--- src/rtl/refcounted_page_allocator_top_macros.svh ---
// Assertion macros for the refcounted page allocator.
// Included by the modules that carry concurrent assertions; needs nothing else.
`ifndef REFCOUNTED_PAGE_ALLOCATOR_TOP_MACROS_SVH
`define REFCOUNTED_PAGE_ALLOCATOR_TOP_MACROS_SVH

// The consequent must hold in the same cycle as the antecedent.
`define RPA_ASSERT_SAME(label, clk, rst, ante, cons, msg) \
   label: assert property (@(posedge clk) disable iff (rst) (ante) |-> (cons)) \
      else $error(msg);

// The consequent must hold in the cycle after the antecedent.
`define RPA_ASSERT_NEXT(label, clk, rst, ante, cons, msg) \
   label: assert property (@(posedge clk) disable iff (rst) (ante) |=> (cons)) \
      else $error(msg);

`endif

--- src/rtl/rpa_pkg.sv ---
// Shared types, codes and sizes of the refcounted page allocator.
// Used by all modules but rpa_ram; depends on nothing.
package rpa_pkg;

   localparam int ADDR_BITS = 32;
   localparam int PAGE_SHIFT = 12;
   localparam int PN_BITS = ADDR_BITS - PAGE_SHIFT;
   localparam int CNT_BITS = 8;
   localparam int FREE_BITS = 16;
   localparam int NUM_PAGES_DEFAULT = 32768;
   localparam int QUEUE_DEPTH = 4;

   localparam logic [CNT_BITS-1:0] CNT_MAX = 8'hFF;
   localparam logic [CNT_BITS-1:0] CNT_ONE = 8'h01;

   localparam logic [1:0] ACT_ALLOC = 2'd0;
   localparam logic [1:0] ACT_FREE = 2'd1;
   localparam logic [1:0] ACT_ADD_REF = 2'd2;
   localparam logic [1:0] ACT_QUERY = 2'd3;

   localparam logic [1:0] STAT_OK = 2'd0;
   localparam logic [1:0] STAT_NO_FREE = 2'd1;
   localparam logic [1:0] STAT_BAD_ADDR = 2'd2;
   localparam logic [1:0] STAT_STACK_FULL = 2'd3;

   localparam logic CSR_KERNEL_END = 1'b0;
   localparam logic CSR_PHYS_TOP = 1'b1;

   typedef struct packed {
      logic [1:0] action;
      logic [ADDR_BITS-1:0] page_addr;
   } req_type;

   typedef struct packed {
      logic [1:0] status;
      logic [ADDR_BITS-1:0] alloc_addr;
      logic [CNT_BITS-1:0] ref_count;
      logic [FREE_BITS-1:0] free_pages;
   } rsp_type;

   typedef struct packed {
      logic [1:0] action;
      logic bad;
      logic [PN_BITS-1:0] pn;
      logic [PN_BITS-1:0] idx;
   } job_type;

endpackage

--- src/rtl/rpa_front.sv ---
// Front end: takes requests, checks free addresses against the bound registers
// and reduces the page number to a table index. Depends on rpa_pkg.
module rpa_front #(
   parameter int NUM_PAGES = rpa_pkg::NUM_PAGES_DEFAULT
) (
   input  logic clock,
   input  logic reset,
   input  logic req_valid,
   output logic req_stall,
   input  rpa_pkg::req_type req_data,
   input  logic csr_valid,
   output logic csr_ready,
   input  logic csr_index,
   input  logic [rpa_pkg::ADDR_BITS-1:0] csr_wdata,
   input  logic clearing,
   output logic job_valid,
   input  logic job_ready,
   output rpa_pkg::job_type job
);

   localparam int PN_BITS = rpa_pkg::PN_BITS;
   localparam int IDX_BITS = $clog2(NUM_PAGES);
   localparam int MOD_SHIFT = PN_BITS + IDX_BITS;
   localparam int MUL_BITS = PN_BITS + 2;
   localparam int PROD_BITS = PN_BITS + MUL_BITS;
   localparam int QN_BITS = PN_BITS + IDX_BITS + 2;
   localparam logic [63:0] MOD_MUL_WIDE = (64'd1 << MOD_SHIFT) / 64'(NUM_PAGES);
   localparam logic [MUL_BITS-1:0] MOD_MUL = MOD_MUL_WIDE[MUL_BITS-1:0];

   logic [rpa_pkg::ADDR_BITS-1:0] kernel_end_ff, kernel_end_in;
   logic [rpa_pkg::ADDR_BITS-1:0] phys_top_ff, phys_top_in;

   logic a_valid_ff, a_valid_in;
   logic [1:0] a_action_ff;
   logic a_bad_ff, a_bad_in;
   logic [PN_BITS-1:0] a_pn_ff, a_pn_in;
   logic [PROD_BITS-1:0] a_prod_ff, a_prod_in;

   logic b_valid_ff, b_valid_in;
   logic [1:0] b_action_ff;
   logic b_bad_ff;
   logic [PN_BITS-1:0] b_pn_ff;
   logic [PN_BITS-1:0] b_qn_ff;

   logic advance;
   logic accept;
   logic [PROD_BITS-MOD_SHIFT-1:0] q_est;
   logic [QN_BITS-1:0] qn_full;
   logic [PN_BITS:0] rem;
   logic [PN_BITS:0] rem_fix;

   assign csr_ready = 1'b1;

   always_comb begin
      kernel_end_in = kernel_end_ff;
      phys_top_in = phys_top_ff;
      if (csr_valid && csr_ready) begin
         unique case (csr_index)
            rpa_pkg::CSR_KERNEL_END: kernel_end_in = csr_wdata;
            rpa_pkg::CSR_PHYS_TOP: phys_top_in = csr_wdata;
         endcase
      end
   end

   assign advance = !b_valid_ff || job_ready;
   assign req_stall = !advance || clearing;
   assign accept = req_valid && !req_stall;

   assign a_valid_in = accept;
   assign a_pn_in = req_data.page_addr[rpa_pkg::ADDR_BITS-1:rpa_pkg::PAGE_SHIFT];
   assign a_bad_in = (req_data.page_addr[rpa_pkg::PAGE_SHIFT-1:0] != '0)
                     || (req_data.page_addr < kernel_end_ff)
                     || (req_data.page_addr >= phys_top_ff);
   assign a_prod_in = PROD_BITS'(a_pn_in) * PROD_BITS'(MOD_MUL);

   assign q_est = a_prod_ff[PROD_BITS-1:MOD_SHIFT];
   assign qn_full = QN_BITS'(q_est) * QN_BITS'(NUM_PAGES);
   assign b_valid_in = a_valid_ff;

   assign rem = {1'b0, b_pn_ff} - {1'b0, b_qn_ff};
   assign rem_fix = (rem >= (PN_BITS + 1)'(NUM_PAGES)) ? rem - (PN_BITS + 1)'(NUM_PAGES) : rem;

   assign job_valid = b_valid_ff;
   assign job.action = b_action_ff;
   assign job.bad = b_bad_ff;
   assign job.pn = b_pn_ff;
   assign job.idx = rem_fix[PN_BITS-1:0];

   always_ff @(posedge clock) begin
      if (reset) begin
         kernel_end_ff <= 32'h8000_0000;
         phys_top_ff <= 32'h8800_0000;
         a_valid_ff <= 1'b0;
         b_valid_ff <= 1'b0;
      end else begin
         kernel_end_ff <= kernel_end_in;
         phys_top_ff <= phys_top_in;
         if (advance) begin
            a_valid_ff <= a_valid_in;
            b_valid_ff <= b_valid_in;
         end
      end
   end

   always_ff @(posedge clock) begin
      if (advance) begin
         a_action_ff <= req_data.action;
         a_bad_ff <= a_bad_in;
         a_pn_ff <= a_pn_in;
         a_prod_ff <= a_prod_in;
         b_action_ff <= a_action_ff;
         b_bad_ff <= a_bad_ff;
         b_pn_ff <= a_pn_ff;
         b_qn_ff <= qn_full[PN_BITS-1:0];
      end
   end

endmodule

--- config.mk ---
export PLATFORM = sky130hd
export DESIGN_NAME = rpa_front
export DESIGN_NICKNAME = d
export VERILOG_FILES = /design/src/rtl/refcounted_page_allocator_top_macros.svh /design/src/rtl/rpa_pkg.sv /design/src/rtl/rpa_front.sv
export SDC_FILE = /design/constraint.sdc
export NUM_CORES = 1
export LEC_CHECK = 0
export BUFFER_PORTS_ARGS = -buffer_cell sky130_fd_sc_hd__buf_2
export CORE_MARGIN = 2
export CORE_UTILIZATION = 61
export CTS_BUF_LIST = sky130_fd_sc_hd__clkbuf_4 sky130_fd_sc_hd__clkbuf_8
export DETAILED_ROUTE_END_ITERATION = 7
export PLACE_DENSITY = 0.88
export SETUP_SLACK_MARGIN = 0.15
export SLEW_MARGIN = 20
export SYNTH_ARGS = -nofsm -noshare
export SYNTH_HDL_FRONTEND = slang
export SYNTH_SLANG_ARGS = --single-unit
--- constraint.sdc ---
create_clock -name clock -period 4.42 [get_ports clock]
set_clock_uncertainty 0.1 [all_clocks]
set_input_delay 0.442 -clock clock [delete_from_list [all_inputs] [get_ports clock]]
set_output_delay 0.442 -clock clock [all_outputs]
set_load 0.01 [all_outputs]
==> reports/metrics.yaml <==
sta:
  fin_tns_setup_ns: 0
  final_max_slew_viol_count: 0
  rsz0062_at_grt: "no"
  relSlewSlack_pct: 32.4
  min_period_ns: 2.39
  setup_viol: 0
  timing.hold.ws_ns: 0.154
  hold_violations: 0
  tightest_slew_ns: 1.01
  period_share_pct: 54.2
  max_freq_mhz: 418
  timing.final.ws_setup_ns: 2.03
drt:
  routed_via_density: 5.40
  vias: 4234
  wire_per_inst_um: 15.0
  drc: 0
  drtAntennaViolNets: 0
  dr.pass1.iters: 5
  drt-total-wl_um: 11800
  first_iter_violations: 199
yosys:
  synthesis.area_um2: 5430
  yosys-top-cells-count: "nand2_1, a21oi_1, dfxtp_1"
  synthCells: 584
  synthTopCellsByArea: "edfxtp_1, dfxtp_1, ha_1"
  yosysWarningCount: 0
  netlist.area_leader.share_pct: 25.4
  synth_seq_cells: 112
  synth-edff-count: 46
  ys.flop_type: "dfxtp_1"
  postSynthAreaPerCell_um2: 9.30
  async_flop_share_pct: 0
  yosysSeqAreaShare_pct: 49.7
  synth_largest_area_cell: "edfxtp_1"
  synth_cell_types: 37
  yosysMostFrequentCell: "nand2_1"
power:
  leakagePower_uw: 0.00257
  vdd_drop_max_mv: 0.190
  p_per_area_nw_per_um2: 337
clock_network:
  clkTransAtPathRegs_ns: 0.10
  cts_root_buffer: "clkbuf_8"
  clockBufferDepth: 2
  insertion_delay_ns: 0.37
  postCtsResizedCells: 0
  cts_tree: "built"
  cts-buffers-inserted: 9
  clock-sinks: 112
  cts_setup_buffers: 0
  holdBufCountCts: 0
  htree_levels: 3
run:
  maxCapViolCount: 0
floorplan:
  initial_core_util_pct: 62.6
  fp.coreArea_um2: 8680
  std_cell_rows: 34
  pin_count: 119
  fp.dieW_um: 98.4
  dieArea_um2: 9680
  die_h_um: 98.4
finish:
  stdcell_count: 784
  fillers: 657
  diodes: 0
  area_growth_pct: 12.8
  final_nets: 807
  final_layout_size_suffix_gt1_share_pct: 20.0
grt:
  track_usage_pct: 24.7
  grt_pass1_vias: 4145
  grt_pass1_wl_um: 19000
  grt_max_degree: 67
  antenna_found_initial: 0
  grt.overflow.total: 0
critical_path:
  start_kind: "register"
  crit_arrival_ns: 1.85
  crit_path_end_kind: "output pin"
  required_ns: 3.88
  critPathKind: "reg2out"
  cp_max_fo: 48
placed_design:
  dp_hpwl_um: 8650
  portBuffers: 112
  placed_cells: 768
  place.gp.congestion: 0.892
  dp_slack_ns: 2.03
hold_path:
  hold_path_class: "in2reg"
outcome:
  status: "finished clean"
[critical path: stages (launching register included)]
cell and delay, ns:
dfxtp_1 0.33, nor2b_1 0.15, inv_2 0.72, nand2b_1 0.11, buf_2 0.17
[power breakdown]
part	switching [µW]	leakage (µW)	internal (µW)	total [µW]
sequential	22.6	0.00102	1130	1150
combinational	175	0.00146	120	295
clock	345	0.0000955	272	616
[sequential cells by signal, indices dropped and copies added (netlist names)]
register       cells
job_valid          1
a_pn_ff           20
a_action_ff        2
b_action_ff        2
kernel_end_ff     32
phys_top_ff       32
b_pn_ff           20
a_bad_ff           1
a_valid_ff         1
b_bad_ff           1
[metal layers]
metal	share of wire, %	track usage [%]
met4	1.5	8.75
met5	0	0
met2	50	42.9
met3	6.8	4.80
met1	42	30.8
[layout by cell type, fill, tap and decap left out, types with 3 or more instances in the layout]
master and instances:
nand2_1 140, buf_2 111, a21oi_1 84, dfxtp_1 66
inv_1 64, ha_1 63, edfxtp_1 46, clkbuf_8 9
nand4_1 8, a21o_1 8, o21ai_0 8, nor2_1 7
nand3_1 6, conb_1 6, nand2b_1 4, nor3_1 4
buf_4 4, a211oi_1 3, nand3b_1 3
[kinds of logic after synthesis]
kind of cell	after synthesis	share of synthesized area (%)
adders and majority gates	63	14.5
and+or+nand+nor	183	14.3
other	2	0.138
buffers and inverters	108	8.98
AOI/OAI and AO/OA	116	12.4
DFF	112	49.7
[path summary, 6_finish.rpt]
kind,cells past startpoint,to,startpoint,slack [ns]
worst max-delay path,4,req_stall,job_valid,2.03
worst min-delay path,1,a_action_ff[0],req_data[32],0.15
worst max register to register,8,a_bad_ff,phys_top_ff[14],2.33
worst min register to register,0,b_pn_ff[7],a_pn_ff[7],0.32
[cell type report]
type                    instances  area (µm²)  area share (%)
repair buffers                115         586            9.55
inverters                      65         244            3.98
well taps                     108         135            2.20
clock buffers                  10         131            2.14
clock inverters                 6        68.8            1.12
flip-flops and latches        112        2700            44.1
multi-input cells             368        2260            36.9
[stage by stage]
step	instance area [µm²]	total power (µW)	util (%)
after floorplan	5450	1360	-
after global placement	5930	1450	68.3
after detailed placement	5930	1470	68.3
after CTS	6130	2070	70.6
after global routing	6130	2160	70.6
final	6130	2070	70.6
Note: power is estimated with default switching activity, not from simulation.
