--- src/rtl/refcounted_page_allocator_top_macros.svh ---
// Assertion macros for the refcounted page allocator.
// Included by the modules that carry concurrent assertions; needs nothing else.
`ifndef REFCOUNTED_PAGE_ALLOCATOR_TOP_MACROS_SVH
`define REFCOUNTED_PAGE_ALLOCATOR_TOP_MACROS_SVH

// The consequent must hold in the same cycle as the antecedent.
`define RPA_ASSERT_SAME(label, clk, rst, ante, cons, msg) \
   label: assert property (@(posedge clk) disable iff (rst) (ante) |-> (cons)) \
      else $error(msg);

// The consequent must hold in the cycle after the antecedent.
`define RPA_ASSERT_NEXT(label, clk, rst, ante, cons, msg) \
   label: assert property (@(posedge clk) disable iff (rst) (ante) |=> (cons)) \
      else $error(msg);

`endif

--- src/rtl/rpa_pkg.sv ---
// Shared types, codes and sizes of the refcounted page allocator.
// Used by all modules but rpa_ram; depends on nothing.
package rpa_pkg;

   localparam int ADDR_BITS = 32;
   localparam int PAGE_SHIFT = 12;
   localparam int PN_BITS = ADDR_BITS - PAGE_SHIFT;
   localparam int CNT_BITS = 8;
   localparam int FREE_BITS = 16;
   localparam int NUM_PAGES_DEFAULT = 32768;
   localparam int QUEUE_DEPTH = 4;

   localparam logic [CNT_BITS-1:0] CNT_MAX = 8'hFF;
   localparam logic [CNT_BITS-1:0] CNT_ONE = 8'h01;

   localparam logic [1:0] ACT_ALLOC = 2'd0;
   localparam logic [1:0] ACT_FREE = 2'd1;
   localparam logic [1:0] ACT_ADD_REF = 2'd2;
   localparam logic [1:0] ACT_QUERY = 2'd3;

   localparam logic [1:0] STAT_OK = 2'd0;
   localparam logic [1:0] STAT_NO_FREE = 2'd1;
   localparam logic [1:0] STAT_BAD_ADDR = 2'd2;
   localparam logic [1:0] STAT_STACK_FULL = 2'd3;

   localparam logic CSR_KERNEL_END = 1'b0;
   localparam logic CSR_PHYS_TOP = 1'b1;

   typedef struct packed {
      logic [1:0] action;
      logic [ADDR_BITS-1:0] page_addr;
   } req_type;

   typedef struct packed {
      logic [1:0] status;
      logic [ADDR_BITS-1:0] alloc_addr;
      logic [CNT_BITS-1:0] ref_count;
      logic [FREE_BITS-1:0] free_pages;
   } rsp_type;

   typedef struct packed {
      logic [1:0] action;
      logic bad;
      logic [PN_BITS-1:0] pn;
      logic [PN_BITS-1:0] idx;
   } job_type;

endpackage

--- src/rtl/rpa_queue.sv ---
// Short FIFO of classified jobs between the front end and the back end.
// Depends on rpa_pkg for the job type and the depth.
module rpa_queue (
   input  logic clock,
   input  logic reset,
   input  logic push_valid,
   output logic push_ready,
   input  rpa_pkg::job_type push_job,
   output logic pop_valid,
   input  logic pop,
   output rpa_pkg::job_type pop_job
);

   localparam int PTR_BITS = $clog2(rpa_pkg::QUEUE_DEPTH);

   rpa_pkg::job_type slot_ff [rpa_pkg::QUEUE_DEPTH];
   logic [PTR_BITS:0] wr_ptr_ff, wr_ptr_in;
   logic [PTR_BITS:0] rd_ptr_ff, rd_ptr_in;
   logic do_push;
   logic do_pop;
   logic empty;
   logic full;

   assign empty = (wr_ptr_ff == rd_ptr_ff);
   assign full = (wr_ptr_ff[PTR_BITS] != rd_ptr_ff[PTR_BITS])
                 && (wr_ptr_ff[PTR_BITS-1:0] == rd_ptr_ff[PTR_BITS-1:0]);
   assign push_ready = !full;
   assign pop_valid = !empty;
   assign pop_job = slot_ff[rd_ptr_ff[PTR_BITS-1:0]];
   assign do_push = push_valid && push_ready;
   assign do_pop = pop && pop_valid;
   assign wr_ptr_in = do_push ? wr_ptr_ff + 1'b1 : wr_ptr_ff;
   assign rd_ptr_in = do_pop ? rd_ptr_ff + 1'b1 : rd_ptr_ff;

   always_ff @(posedge clock) begin
      if (reset) begin
         wr_ptr_ff <= '0;
         rd_ptr_ff <= '0;
      end else begin
         wr_ptr_ff <= wr_ptr_in;
         rd_ptr_ff <= rd_ptr_in;
      end
   end

   always_ff @(posedge clock) begin
      if (do_push) begin
         slot_ff[wr_ptr_ff[PTR_BITS-1:0]] <= push_job;
      end
   end

endmodule

--- config.mk ---
export PLATFORM = sky130hd
export DESIGN_NAME = rpa_queue
export DESIGN_NICKNAME = d
export VERILOG_FILES = /design/src/rtl/refcounted_page_allocator_top_macros.svh /design/src/rtl/rpa_pkg.sv /design/src/rtl/rpa_queue.sv
export SDC_FILE = /design/constraint.sdc
export NUM_CORES = 1
export LEC_CHECK = 0
export ABC_CLOCK_PERIOD_IN_PS = 3900
export BUFFER_PORTS_ARGS = -buffer_cell sky130_fd_sc_hd__buf_2
export CAP_MARGIN = 10
export CORE_MARGIN = 2
export CORE_UTILIZATION = 55
export DETAILED_ROUTE_END_ITERATION = 8
export PLACE_DENSITY_LB_ADDON = 0.05
export SYNTH_ARGS = -nofsm -noshare
export SYNTH_HDL_FRONTEND = slang
export SYNTH_SLANG_ARGS = --single-unit
export TNS_END_PERCENT = 20
--- constraint.sdc ---
create_clock -name clock -period 3.9 [get_ports clock]
set_input_delay 0.39 -clock clock [delete_from_list [all_inputs] [get_ports clock]]
set_output_delay 0.39 -clock clock [all_outputs]
set_load 0.01 [all_outputs]
==> flow_summary.yaml, run 1 <==
outcome:
  status: "finished clean"
power:
  pwr_density_cell_nw_per_um2: 705
  p_int_uw: 4070
  leakage_uw: 0.00269
  p_total_uw: 5600
  ir_worst_vdd_uv: 483
  swShare_pct: 27.4
  p_comb_share_pct: 23.1
  power_switching_uw: 1530
  clock_power_share_pct: 28.6
  seq_power_share_pct: 48.3
setup_path:
  crit_fanout: 25
  startpoint_type: "flop"
  r2r_slack_ns: 1.46
  cp.required_ns: 3.51
  crit_arrival_ns: 2.18
  crit_family: "flip-flops"
  crit_buf_inv: 2
  cp_cell_sequence: "buf_4, mux4_2, buf_2"
  slowest_delay_ns: 0.79
  r2r_start: "wr_ptr_ff[0]"
  end_kind: "output port"
  critical_path_class: "reg -> out"
  crit_slowest_cell: "dfxtp_2"
drt:
  wl_per_cell_um: 20.7
  routed-via-count: 3222
  drc: 0
  totalWireLength_mm: 11.6
  drtIter0Drc: 264
  drtPass1Iterations: 4
  ant_nets: 0
  vias_per_cell: 5.78
cells_and_area:
  finalNetCount: 449
  antenna_cells: 0
  final_cell_mix: "edfxtp_1, buf_2, mux4_2"
  final-instance-count-excl-fill: 557
  synthToLayoutAreaGrowth_pct: 17.5
  layout-drive-gt1-share_pct: 42.2
  final_common_cell: "edfxtp_1"
clock_network:
  clock_path_buffers: 2
  tritoncts: "built"
  cts_sinks: 180
  cts_made_buffers: 17
  htree_levels: 4
  cts-root-buf: "clkbuf_16"
  cts-resized-gates: 0
  clock_latency_ns: 0.42
  ctsHoldBuffers: 0
  post-cts-setup-buffers: 0
  path_clk_slew_ns: 0.06
placement:
  hpwl_mm: 6.92
  portBuffers: 91
  post-place-ws_ns: 1.48
  gp_congestion: 0.859
  dp.cells: 525
grt:
  antenna_found_initial: 1
  grt_pass1_wl_mm: 17.7
  grt_max_degree: 44
  grt_use_total_pct: 18.7
  overflow: 0
  grt_pass1_vias: 3362
synthesis:
  yosysTopAreaCell: "edfxtp_1"
  synth_area_leaders: "edfxtp_1, mux4_2, dfxtp_1, ha_1, nand3_1"
  syn-num-nets: 347
  synth_top_area_share_pct: 76.4
  yosysSeqAreaShare_pct: 78.8
  synthDistinctLibCells: 28
  synthesis.area_um2: 6760
  ys_warn_count: 0
  synthCells: 295
  synth.ff_latch_count: 180
  synth_area_per_cell_um2: 22.9
sta:
  period_share_pct: 66.0
  finalClockSkew_ns: 0.00890
  period_needed_ns: 2.57
  rsz0062_at_grt: "no"
  hold_violations: 0
  maxSlewViolCount: 0
  layout_setup_ws_ns: 1.33
  finalSetupTns_ns: 0
  finalSetupViolCount: 0
  fmax_mhz: 388
  worst_pin_slew_ns: 0.900
  max_slew_margin_pct: 40.0
floorplan:
  start_util_pct: 56.3
  dieHeight_um: 115
  core_area_um2: 12000
  die_area_um2: 13200
  io_pins: 92
  core.rowCount: 40
  fp.dieW_um: 115
hold_path:
  hold_class: "in -> reg"
  min_from: "push_job[18]"
job:
  cap_violations: 0
[layer usage]
metal,share of wire [%],track usage [%]
met1,41,23.5
met2,52,30.4
met3,5.1,5.54
met4,1.8,8.59
met5,0.078,0
[through the flow]
step | utilization [%] | instance area [um2] | hold WS, ns
after detailed placement | 61.4 | 7380 | 0.542
after global placement | 61.4 | 7380 | 0.516
after floorplan | - | 6760 | 0.489
after CTS | 66.1 | 7940 | 0.167
final | 66.1 | 7940 | 0.183
after global routing | 66.1 | 7940 | 0.173
[synthesized netlist by cell type]
| master | number |
|---|---|
| a211o_1 | 2 |
| a21oi_1 | 3 |
| a31oi_1 | 3 |
| a41oi_1 | 2 |
| and2_1 | 3 |
| and3_1 | 1 |
| buf_1 | 4 |
| buf_2 | 2 |
| buf_4 | 4 |
| buf_6 | 1 |
| clkbuf_1 | 1 |
| clkbuf_2 | 1 |
| dfxtp_1 | 8 |
| edfxtp_1 | 172 |
| ha_1 | 5 |
| inv_1 | 4 |
| mux4_2 | 43 |
| nand2_1 | 6 |
| nand3_1 | 6 |
| nand4_1 | 4 |
| nor2_1 | 1 |
| nor2b_1 | 2 |
| nor3b_1 | 4 |
| o211ai_1 | 2 |
| o21ai_0 | 4 |
| or4_1 | 1 |
| xnor2_1 | 3 |
| xor2_1 | 3 |
[worst paths after layout]
| path | end | depth (start not counted) |
|---|---|---|
| setup / recovery | pop_job[3] | 3 |
| hold / removal | slot_ff[3][18] | 1 |
| setup reg to reg | slot_ff[3][4] | 4 |
| hold reg to reg | wr_ptr_ff[2] | 2 |
[power groups by stage]
stage / combinational [uW] / clock (uW) / sequential [uW]
floorplan: 1010 / 0 / 2560
detailed placement: 1310 / 0 / 2760
global route: 1390 / 1710 / 2760
CTS: 1310 / 1640 / 2720
global placement: 1300 / 0 / 2740
finish: 1290 / 1600 / 2710
[area by class of cell]
class	instances	area [um2]
multi-input combinational	98	1360
timing repair buffer	96	493
clock inverter	10	106
fill	827	4070
sequential	180	5330
inverter	4	15.0
tap	147	184
clock buffer	22	454
[cells by family after synthesis]
family,share of synthesized area [%]
DFF,78.8
buffers and inverters,1.33
xor gates and xnor gates,0.778
and+or+nand+nor,2.31
AOI/OAI and AO/OA,1.54
muxes,14.3
adders and majority gates,0.926
[state kept, by name, summed over array words and instances (netlist names), named ones only]
signal and cells:
wr_ptr_ff 3, slot_ff 172, rd_ptr_ff 3
(Power assumes the default switching activity.)
==> run 2, diff against run 1 <==
- ABC_CLOCK_PERIOD_IN_PS: 3900 -> 2700
- clock period: 3.9 -> 2.7 ns (I/O delays scaled with it)
==> flow_summary.yaml, run 2 (same netlist as run 1, synthesis figures left out) <==
sta:
  finalSetupViolCount: 0
  finalSetupTns_ns: 0
  holdWs_ns: 0.0633
  hold_violations: 0
  period_share_pct: 86.5
  fmax_mhz: 428
  period_needed_ns: 2.33
  finalClockSkew_ns: 0.00904
  rsz0062_at_grt: "no"
  maxSlewViolCount: 0
  max_slew_margin_pct: 49.1
  worst_pin_slew_ns: 0.763
power:
  p_total_uw: 8100
  leakage_uw: 0.00271
  pwr_density_cell_nw_per_um2: 1010
  ir_worst_vdd_uv: 544
clock_network:
  cts-root-buf: "clkbuf_16"
  clock_latency_ns: 0.42
  cts-resized-gates: 0
  tritoncts: "built"
  htree_levels: 4
  cts_sinks: 180
  post-cts-setup-buffers: 0
  ctsHoldBuffers: 0
  cts_made_buffers: 17
  path_clk_slew_ns: 0.06
  clock_path_buffers: 2
hold_path:
  whs_endpoint: "slot_ff[3][8]"
  hold_class: "in -> reg"
  whs_path_depth: 1
  min_from: "push_job[8]"
cells_and_area:
  final_cell_mix: "edfxtp_1, buf_2, mux4_2"
  fin_area_um2: 8000
  final_common_cell: "edfxtp_1"
  largest_reg_flops: 172
  post-route-util_pct: 66.6
  layout-drive-gt1-share_pct: 42.2
  finalNetCount: 454
  register_area_um2: 5330
  synthToLayoutAreaGrowth_pct: 18.4
  fillerInstances: 826
  multiInputGateArea_um2: 1360
drt:
  vias_per_cell: 5.74
  routed-via-count: 3230
  totalWireLength_mm: 11.5
  drtIter0Drc: 138
  drc: 0
  drtPass1Iterations: 4
  ant_nets: 0
  wl_per_cell_um: 20.5
setup_path:
  crit_family: "simple AND/OR/NAND/NOR gates"
  reg2reg_depth: 4
  timing.rr.end: "slot_ff[0][25]"
  cp.required_ns: 2.82
  slowest_delay_ns: 0.69
  r2r_start: "wr_ptr_ff[1]"
  crit_fanout: 27
  crit_buf_inv: 1
  r2r_slack_ns: 0.37
  crit_slowest_cell: "and2_2"
  cp_cell_sequence: "xnor2_1, a31oi_1, and2_2, buf_4"
  end_kind: "flop"
  startpoint_type: "flop"
  critical_path_class: "reg -> reg"
  crit_arrival_ns: 2.45
placement:
  portBuffers: 91
  gp_congestion: 0.786
  hpwl_mm: 7.05
  post_dp_cell_area_um2: 7460
grt:
  grt_pass1_vias: 3347
  grt_use_total_pct: 18.7
  overflow: 0
  antenna_found_initial: 0
  grt_max_degree: 44
  grt_pass1_wl_mm: 17.6
floorplan:
  core.rowCount: 40
  dieHeight_um: 115
  io_pins: 92
  fp.dieW_um: 115
  core_area_um2: 12000
  start_util_pct: 56.3
  die_area_um2: 13200
outcome:
  status: "finished clean"
job:
  cap_violations: 0
-- run 2: metal layers --
layer / share of wire, % / GRT usage [%] / wire length, um
met5: 0 / 0 / 0
met4: 1.4 / 7.95 / 164
met3: 4.0 / 5.43 / 467
met2: 51 / 30.0 / 5940
met1: 43 / 24.2 / 4970
-- run 2: cell type report --
cell class	instances	share of cell area [%]
antenna	1	0.0313
clock buffer	27	6.16
clock inverter	5	0.625
inverter	4	0.188
multi-input combinational	98	17.0
sequential	180	66.6
tap	147	2.30
timing repair buffer	101	7.10
-- run 2: worst reg2reg max path, stage by stage (launching register included) --
cell	delay, ns
dfxtp_1	0.50
xnor2_1	0.24
a31oi_1	0.28
and2_2	0.69
buf_4	0.32
-- run 2: where the power goes --
group / total (uW) / switching (uW) / internal, uW
Sequential: 3780 / 226 / 3550
Combinational: 2070 / 1070 / 1000
Clock: 2250 / 916 / 1340
-- run 2: worst max path at each step --
stage | to | slack (ns) | cells past startpoint | startpoint
after floorplan | slot_ff[3][0] | 0.13 | 3 | wr_ptr_ff[0]
after global placement | slot_ff[0][23] | 0.43 | 4 | wr_ptr_ff[1]
after detailed placement | slot_ff[0][27] | 0.33 | 4 | wr_ptr_ff[1]
after CTS | slot_ff[0][30] | 0.33 | 4 | wr_ptr_ff[1]
after global routing | slot_ff[0][19] | 0.15 | 4 | wr_ptr_ff[1]
final | slot_ff[0][25] | 0.37 | 4 | wr_ptr_ff[1]
-- run 2: stage by stage --
| step | instances | worst slack [ns] |
|---|---|---|
| after floorplan | 295 | 0.127 |
| after CTS | 562 | 0.326 |
| after global routing | 562 | 0.154 |
| after global placement | 530 | 0.429 |
| final | 563 | 0.365 |
| after detailed placement | 530 | 0.335 |
